<file path="config.mk">
export PLATFORM = sky130hd
export DESIGN_NAME = keyed_cooldown_table_core
export DESIGN_NICKNAME = d
export VERILOG_FILES = /design/src/rtl/kct_pkg.sv /design/src/rtl/keyed_cooldown_table_core.sv /design/src/rtl/kct_cell.sv
export SDC_FILE = /design/constraint.sdc
export NUM_CORES = 2
export LEC_CHECK = 0
export ABC_AREA = 1
export BUFFER_PORTS_ARGS = -buffer_cell sky130_fd_sc_hd__buf_2
export CORE_ASPECT_RATIO = 1.4
export CORE_MARGIN = 5
export CORE_UTILIZATION = 43
export CTS_BUF_LIST = sky130_fd_sc_hd__clkbuf_16
export CTS_CLUSTER_DIAMETER = 100
export DETAILED_ROUTE_END_ITERATION = 8
export PLACE_DENSITY = 0.56
export SETUP_SLACK_MARGIN = 0.15
export SLEW_MARGIN = 20
export SYNTH_ARGS = -nofsm -noshare
export SYNTH_HDL_FRONTEND = slang
export SYNTH_SLANG_ARGS = --single-unit
</file>
<file path="constraint.sdc">
create_clock -name i_clk -period 15.6 [get_ports i_clk]
set_input_delay 0.78 -clock i_clk [delete_from_list [all_inputs] [get_ports i_clk]]
set_output_delay 0.78 -clock i_clk [all_outputs]
set_load 0.005 [all_outputs]
</file>
<file path="src/rtl/kct_pkg.sv">
// Shared types and constants of the keyed cooldown table.
package kct_pkg;

    localparam int TABLE_DEPTH_DEF = 16;
    localparam int TABLE_DEPTH_MAX = 256;
    // Widths sized for the deepest table allowed.
    localparam int IDX_W     = 8;
    localparam int CNT_W     = 9;
    localparam int KEY_W     = 64;
    localparam int TIME_W    = 32;
    localparam int CNT_OUT_W = 5;
    localparam logic [CNT_W-1:0] CNT_SAT = 9'd31;
    localparam logic [TIME_W-1:0] DEFAULT_COOLDOWN_RST = 32'd3000;

    typedef enum logic {
        OP_TICK = 1'b0,
        OP_ADD  = 1'b1
    } t_op;

    // Item held at the top and shown to every cell.
    typedef struct packed {
        t_op               op;
        logic [TIME_W-1:0] elapsed;
        logic [KEY_W-1:0]  key;
        logic [TIME_W-1:0] cooldown;
    } t_item;

    // Status token handed from cell to cell.
    typedef struct packed {
        logic             vld;
        logic             present;
        logic             have_free;
        logic [IDX_W-1:0] free_idx;
        logic [CNT_W-1:0] count;
    } t_tok;

endpackage

</file>
<file path="src/rtl/keyed_cooldown_table_core.sv">
// Keyed cooldown table: a chain of entry cells with item, result and config ports.
//
// Input items arrive on the s_axis channel: tuser carries the operation
// (tick or add), tdata the elapsed time, key and custom time. Each item gives
// one result on m_axis: added, table full and the number of entries in use.
// The cfg channel writes the default cooldown; it is always ready and should
// only be written while no item is in flight.
// An accepted item starts a status token that walks the chain of
// TABLE_DEPTH cells, one cell per cycle; each cell ages or checks its own
// entry as the token passes. An add is committed to the free entry when the
// token leaves the last cell. The result is registered in the output register
// after the token leaves the last cell, and a new item is accepted only after
// the previous result has left the chain, so the length of the cell chain sets the rate.
// A finished result waits in the output register, and one more in a hold
// register, so the next item is taken while the receiver stalls; the input
// only waits on the receiver when both are full.
// Reset empties the table, clears all handshakes and sets the default
// cooldown to 3000.
module keyed_cooldown_table_core #(
    parameter int TABLE_DEPTH = kct_pkg::TABLE_DEPTH_DEF
) (
    input  logic         i_clk,
    input  logic         i_rst_n,
    input  logic         s_axis_tvalid,
    output logic         s_axis_tready,
    input  logic [127:0] s_axis_tdata,  // elapsed[31:0], key[95:32], custom_time[127:96]
    input  logic         s_axis_tuser,  // op
    output logic         m_axis_tvalid,
    input  logic         m_axis_tready,
    output logic [7:0]   m_axis_tdata,  // added[0], table_full[1], entries_in_use[6:2], zero[7]
    input  logic         i_cfg_valid,
    output logic         o_cfg_ready,
    input  logic [31:0]  i_cfg_data
);

    logic                       r_busy;
    logic                       r_start;
    logic                       r_out_valid;
    logic                       r_hold_valid;
    logic [7:0]                 r_out_data;
    logic [7:0]                 r_hold_data;
    logic [kct_pkg::TIME_W-1:0] r_cfg;
    kct_pkg::t_item             r_item;

    kct_pkg::t_tok              w_start_tok;
    kct_pkg::t_tok              w_tok [TABLE_DEPTH];
    kct_pkg::t_tok              w_fin;
    logic [TABLE_DEPTH-1:0]     w_tok_vld;
    logic [TABLE_DEPTH-1:0]     w_wr;

    logic                       w_accept;
    logic                       w_done;
    logic                       w_ins;
    logic                       w_full;
    logic                       w_out_free;
    logic [kct_pkg::CNT_W-1:0]  w_count;
    logic [kct_pkg::CNT_OUT_W-1:0] w_count_sat;
    logic [7:0]                 w_res;
    logic [kct_pkg::TIME_W-1:0] w_custom;

    assign s_axis_tready = !r_busy;
    assign o_cfg_ready   = 1'b1;
    assign w_accept      = s_axis_tvalid && s_axis_tready;
    assign w_custom      = s_axis_tdata[127:96];

    always_comb begin
        w_start_tok     = '0;
        w_start_tok.vld = r_start;
    end

    for (genvar g = 0; g < TABLE_DEPTH; g++) begin : g_cell
        kct_cell #(
            .CELL_IDX(g)
        ) u_cell (
            .i_clk  (i_clk),
            .i_rst_n(i_rst_n),
            .i_item (r_item),
            .i_tok  ((g == 0) ? w_start_tok : w_tok[(g == 0) ? 0 : g - 1]),
            .i_wr   (w_wr[g]),
            .o_tok  (w_tok[g])
        );
        assign w_tok_vld[g] = w_tok[g].vld;
        assign w_wr[g]      = w_ins && (w_fin.free_idx == kct_pkg::IDX_W'(g));
    end

    assign w_fin  = w_tok[TABLE_DEPTH-1];
    assign w_done = w_fin.vld;
    assign w_ins  = w_done && (r_item.op == kct_pkg::OP_ADD) && !w_fin.present
                    && w_fin.have_free;
    assign w_full = w_done && (r_item.op == kct_pkg::OP_ADD) && !w_fin.present
                    && !w_fin.have_free;

    assign w_count     = w_fin.count + kct_pkg::CNT_W'(w_ins);
    assign w_count_sat = (w_count > kct_pkg::CNT_SAT) ? kct_pkg::CNT_SAT[4:0]
                                                      : w_count[4:0];
    assign w_res       = {1'b0, w_count_sat, w_full, w_ins};
    assign w_out_free  = !r_out_valid || m_axis_tready;

    always_ff @(posedge i_clk) begin
        if (!i_rst_n) begin
            r_busy       <= 1'b0;
            r_start      <= 1'b0;
            r_out_valid  <= 1'b0;
            r_hold_valid <= 1'b0;
            r_cfg        <= kct_pkg::DEFAULT_COOLDOWN_RST;
        end else begin
            r_start <= w_accept;
            if (i_cfg_valid && o_cfg_ready) begin
                r_cfg <= i_cfg_data;
            end
            if (w_accept) begin
                r_busy <= 1'b1;
            end else if ((w_done || r_hold_valid) && w_out_free) begin
                r_busy <= 1'b0;
            end
            if (w_out_free) begin
                r_out_valid <= w_done || r_hold_valid;
            end
            if (w_done && !w_out_free) begin
                r_hold_valid <= 1'b1;
            end else if (r_hold_valid && w_out_free) begin
                r_hold_valid <= 1'b0;
            end
        end
    end

    always_ff @(posedge i_clk) begin
        if (w_accept) begin
            r_item.op       <= kct_pkg::t_op'(s_axis_tuser);
            r_item.elapsed  <= s_axis_tdata[31:0];
            r_item.key      <= s_axis_tdata[95:32];
            r_item.cooldown <= (w_custom == '0) ? r_cfg : w_custom;
        end
        if (w_done && !w_out_free) begin
            r_hold_data <= w_res;
        end
        if (w_out_free && (w_done || r_hold_valid)) begin
            r_out_data <= r_hold_valid ? r_hold_data : w_res;
        end
    end

    assign m_axis_tvalid = r_out_valid;
    assign m_axis_tdata  = r_out_data;

    // At most one token is ever in the chain.
    a_one_token: assert property (@(posedge i_clk) disable iff (!i_rst_n)
        $onehot0({r_start, w_tok_vld}))
        else $error("more than one token in the cell chain");

    // A token only leaves the chain while an item is in flight.
    a_done_busy: assert property (@(posedge i_clk) disable iff (!i_rst_n)
        w_done |-> r_busy)
        else $error("token finished with no item in flight");

    // The hold register is only used behind a full output register.
    a_hold_behind_out: assert property (@(posedge i_clk) disable iff (!i_rst_n)
        r_hold_valid |-> r_out_valid)
        else $error("hold register filled while output register empty");

    // An accepted item launches its token in the next cycle.
    a_launch: assert property (@(posedge i_clk) disable iff (!i_rst_n)
        w_accept |=> r_start && r_busy)
        else $error("accepted item did not launch a token");

    // A commit never coincides with a full flag and writes at most one entry.
    a_ins_full: assert property (@(posedge i_clk) disable iff (!i_rst_n)
        !(w_ins && w_full) && $onehot0(w_wr))
        else $error("conflicting commit of an add item");

endmodule

</file>
<file path="src/rtl/kct_cell.sv">
// One table entry with the stage of the status token that passes through it.
module kct_cell #(
    parameter int CELL_IDX = 0
) (
    input  logic          i_clk,
    input  logic          i_rst_n,
    input  kct_pkg::t_item i_item,
    input  kct_pkg::t_tok  i_tok,
    input  logic          i_wr,
    output kct_pkg::t_tok  o_tok
);

    logic                       r_valid;
    logic [kct_pkg::KEY_W-1:0]  r_key;
    logic [kct_pkg::TIME_W-1:0] r_remaining;
    kct_pkg::t_tok              r_tok;

    logic                       n_valid;
    logic [kct_pkg::TIME_W-1:0] n_remaining;
    kct_pkg::t_tok              n_tok;

    always_comb begin
        n_valid     = r_valid;
        n_remaining = r_remaining;
        n_tok       = i_tok;
        if (i_tok.vld) begin
            if (i_item.op == kct_pkg::OP_TICK) begin
                if (r_valid) begin
                    if (r_remaining < i_item.elapsed) begin
                        n_valid = 1'b0;
                    end else begin
                        n_remaining = r_remaining - i_item.elapsed;
                    end
                end
                n_tok.count = i_tok.count + kct_pkg::CNT_W'(n_valid);
            end else begin
                if (r_valid && (r_key == i_item.key)) begin
                    n_tok.present = 1'b1;
                end
                // The first free entry along the chain is the lowest-numbered one.
                if (!r_valid && !i_tok.have_free) begin
                    n_tok.have_free = 1'b1;
                    n_tok.free_idx  = kct_pkg::IDX_W'(CELL_IDX);
                end
                n_tok.count = i_tok.count + kct_pkg::CNT_W'(r_valid);
            end
        end
        if (i_wr) begin
            n_valid = 1'b1;
        end
    end

    always_ff @(posedge i_clk) begin
        if (!i_rst_n) begin
            r_valid   <= 1'b0;
            r_tok.vld <= 1'b0;
        end else begin
            r_valid   <= n_valid;
            r_tok.vld <= n_tok.vld;
        end
        r_tok.present   <= n_tok.present;
        r_tok.have_free <= n_tok.have_free;
        r_tok.free_idx  <= n_tok.free_idx;
        r_tok.count     <= n_tok.count;
        if (i_wr) begin
            r_key       <= i_item.key;
            r_remaining <= i_item.cooldown;
        end else begin
            r_remaining <= n_remaining;
        end
    end

    assign o_tok = r_tok;

endmodule

</file>
==> results.cfg <==
[critical_path]
timing.rr.start = r_item[128]$_DFFE_PP_
timing.critical_path.from_type = register
cp_num_buf_inv = 5
slowest_stage = edfxtp_1
crit_family = buffers and inverters
r2r_slack_ns = 10.93
path_cells = inv_2 -> nor3_2 -> nand2_2 -> inv_2 -> nand3_2 -> nor2_4 -> buf_4 -> inv_1 -> nand2_1 -> buf_4
r2r_end = g_cell[8].u_cell.r_remaining[17]$_DFFE_PP_
reg2reg_depth = 10
arrival_ns = 5.18
crit_path_end_kind = register
slowest_delay_ns = 1.00
critical_path_class = reg2reg
crit_fanout = 32
cp_data_required_time_ns = 16.11

[synth]
ys_types = 41
synthCells = 13900
synthesis.nets = 14600
synth-seq-cells = 1936
syn_area_per_cell_sq_um = 8.30
dominantRegCellSynth = edfxtp_1
synthArstFlopShare_pct = 0
yosys_warnings = 0
ys_seq_area_share_pct = 48.2
synth_edf_count = 1679
synthTopCellsByArea = edfxtp_1 44%, nand2_1 14%, xnor2_1 6.4%, inv_1 6.3%, ha_1 5.9%
yosys.area.top_type = edfxtp_1
synth.cell_area_sq_um = 115000
netlist.area_leader.share_pct = 43.7

[pwr]
p_per_area_nw_per_um2 = 96.5
finalPower_mw = 12.3
p_int_mw = 9.07
p_switching_mw = 3.28
p_leak_nw = 56.3
switching_share_pct = 26.6
peakVddDrop_mv = 0.101
seqPwrFrac_pct = 46.3
power_frac_clock_pct = 40.7
pwr-share-comb_pct = 13.0

[cells_and_area]
drive_gt1_share_pct = 6.84
post-route-cell-area_sq_um = 128000
final_nets = 14900
n_fill_cell = 25900
seqCellArea_sq_um = 55600
syn_to_final_growth_pct = 10.9
multiInputGateArea_sq_um = 51200

[clock_tree]
clk_latency_ns = 0.90
cts_tree = built
numCtsBuffers = 206
htreeDepth = 4
cts_sinks = 1936
cts_root_buf = clkbuf_16
cts_resized = 0
path_clk_slew_ns = 0.06
clk_path_buf_depth = 4

[place]
dp_hpwl_mm = 258
numPortBuffers = 174
dpl_cell_area_sq_um = 121000
gp_congestion = 0.947

[die]
die_y_um = 623
die_area_sq_um = 279000
die_w_um = 448
io_pins = 177
initial_core_util_pct = 43.1
core_sq_um = 268000
rows = 225

[detailed_routing]
num_vias = 91300
drc_errors = 0
firstDrtPassIters = 6
drtIter0Drc = 7010
finalWirelength_mm = 380
vias_per_cell = 5.11
ant_nets = 0
wl_per_cell_um = 21.3

[global_route]
grt_first_pass_wirelength_mm = 553
grt_usage_pct = 26.7
gr-total-overflow = 0
grt_pass1_vias = 87700
antenna_found_initial = 17
grt_start_max_net_pins = 101

[hold_path]
min-delay-start = s_axis_tdata[34]
whs_path_depth = 1
hp-class = in2reg
hold_end = r_item[34]$_DFFE_PP_

[outcome]
status = finished, final reports clean

[timing]
grt_setup_unrepaired = no
setup-violations-final = 0
period_share_pct = 29.9
setup_tns_ns = 0
slew_viol_final = 0
slew_headroom_pct = 23.5
min_period_ns = 4.67
worstMarginPinSlew_ns = 1.15
clock_skew_ns = 0.0904
max_freq_mhz = 214
finalHoldViolCount = 0
hold_slack_ns = 0.0785

[flow_run]
drv_cap = 0
-- power by group through the flow --
stage                     registers, mW  logic (mW)  clock network [mW]
final                              5.72        1.60                5.02
after global routing               5.72        1.77                5.33
after floorplan                    5.85        1.02                   0
after CTS                          5.72        1.60                5.13
after detailed placement           5.83        1.59                   0
after global placement             5.83        1.58                   0
-- worst max path at each step --
stage / startpoint / endpoint / slack (ns) / depth (start not counted)
after floorplan: r_item[128]$_DFFE_PP_ / g_cell[3].u_cell.r_remaining[0]$_DFFE_PP_ / 10.36 / 8
after global placement: s_axis_tdata[111] / r_item[2]$_DFFE_PP_ / 10.66 / 7
after detailed placement: r_item[128]$_DFFE_PP_ / g_cell[8].u_cell.r_remaining[20]$_DFFE_PP_ / 10.98 / 10
after CTS: r_item[128]$_DFFE_PP_ / g_cell[8].u_cell.r_remaining[20]$_DFFE_PP_ / 10.93 / 10
after global routing: r_item[128]$_DFFE_PP_ / g_cell[8].u_cell.r_remaining[16]$_DFFE_PP_ / 10.65 / 10
final: r_item[128]$_DFFE_PP_ / g_cell[8].u_cell.r_remaining[17]$_DFFE_PP_ / 10.93 / 10
-- final cells by class --
cell class	count	share of cell area, %
diodes	4	0.00782
repair buffers	392	2.06
well taps	3518	3.44
inverters	1965	5.77
clock buffers	219	4.28
flip-flops and latches	1936	43.4
multi-input cells	9677	40.0
clock inverters	153	1.01
-- state kept, by name, summed over array words and instances, names as in the netlist --
name	count
r_cfg	32
g_cell.u_cell.r_key	1024
r_start	1
g_cell.u_cell.r_remaining	512
m_axis_tvalid	1
r_item	129
r_busy	1
r_hold_data	7
g_cell.u_cell.r_valid	16
r_hold_valid	1
g_cell.u_cell.o_tok	205
m_axis_tdata	7
-- routing by layer --
metal | GRT usage [%] | vias up | part of all wire, %
met5 | 0 | - | 0.0071
met4 | 14.2 | 4 | 6.5
met3 | 2.57 | 794 | 5.4
met2 | 46.6 | 2566 | 48
met1 | 32.5 | 42600 | 40
li1 | - | 45400 | -
-- repair_timing --
item | CTS | global route
hold endpoints to repair | 34 | 0
buffers inserted | 0 | 0
hold buffers | 34 | 0
-- cell usage after synthesis, types with 10 or more instances --
library cell and count:
clkbuf_1 189, buf_1 11, o21bai_1 87, buf_2 122
mux2_2 12, fa_1 16, nor2_1 1074, o21ai_0 459
edfxtp_1 1679, a31oi_1 23, o21ai_1 23, nand3_1 687
dfxtp_1 257, inv_1 1951, or2_2 228, o22ai_1 10
a21oi_1 474, ha_1 543, nand2_1 4438, nand4_1 233
nor4_1 15, xor2_1 176, nor3_1 164, xnor2_1 843
nand3b_1 52, a21o_1 33, inv_2 14, o2111ai_1 16
and2_1 30
-- metrics by stage --
stage          instances  setup slack [ns]  util [%]
6_report           17900             10.93      47.8
5_1_grt            17900             10.65      47.8
4_1_cts            17900             10.93      47.8
3_5_place_dp       17500             10.98      45.1
3_3_place_gp       17500             10.66      45.1
2_1_floorplan      13900             10.36         -
-- cell usage in the layout, fill, tap and decap left out, types with 52 or more instances in the layout --
cell,count
xnor2_1,843
buf_2,173
or2_2,228
o21ai_0,459
clkbuf_16,219
xor2_1,176
a21oi_1,474
nand3_1,687
inv_1,1937
nand4_1,233
nor2_1,1067
dfxtp_1,257
buf_4,181
ha_1,543
o21bai_1,87
nand3b_1,52
nand2_1,4438
edfxtp_1,1679
inv_2,52
nor3_1,163
-- kinds of logic (layout without fill, tap and decap cells) --
logic type               count (synthesis)  in the layout  share of synthesized area [%]
AO/OA/AOI/OAI                         1139           1139                           5.33
XOR/XNOR                              1019           1019                           7.74
buffers and inverters                 2291           2729                           7.60
AND/OR/NAND/NOR                       6946           6946                           24.9
other                                    2              6                        0.00651
adder cells (fa/ha/maj)                559            559                           6.17
multiplexers                            12             12                          0.117
flip-flops                            1936           1936                           48.2
Power figures use the tool's default switching activity.
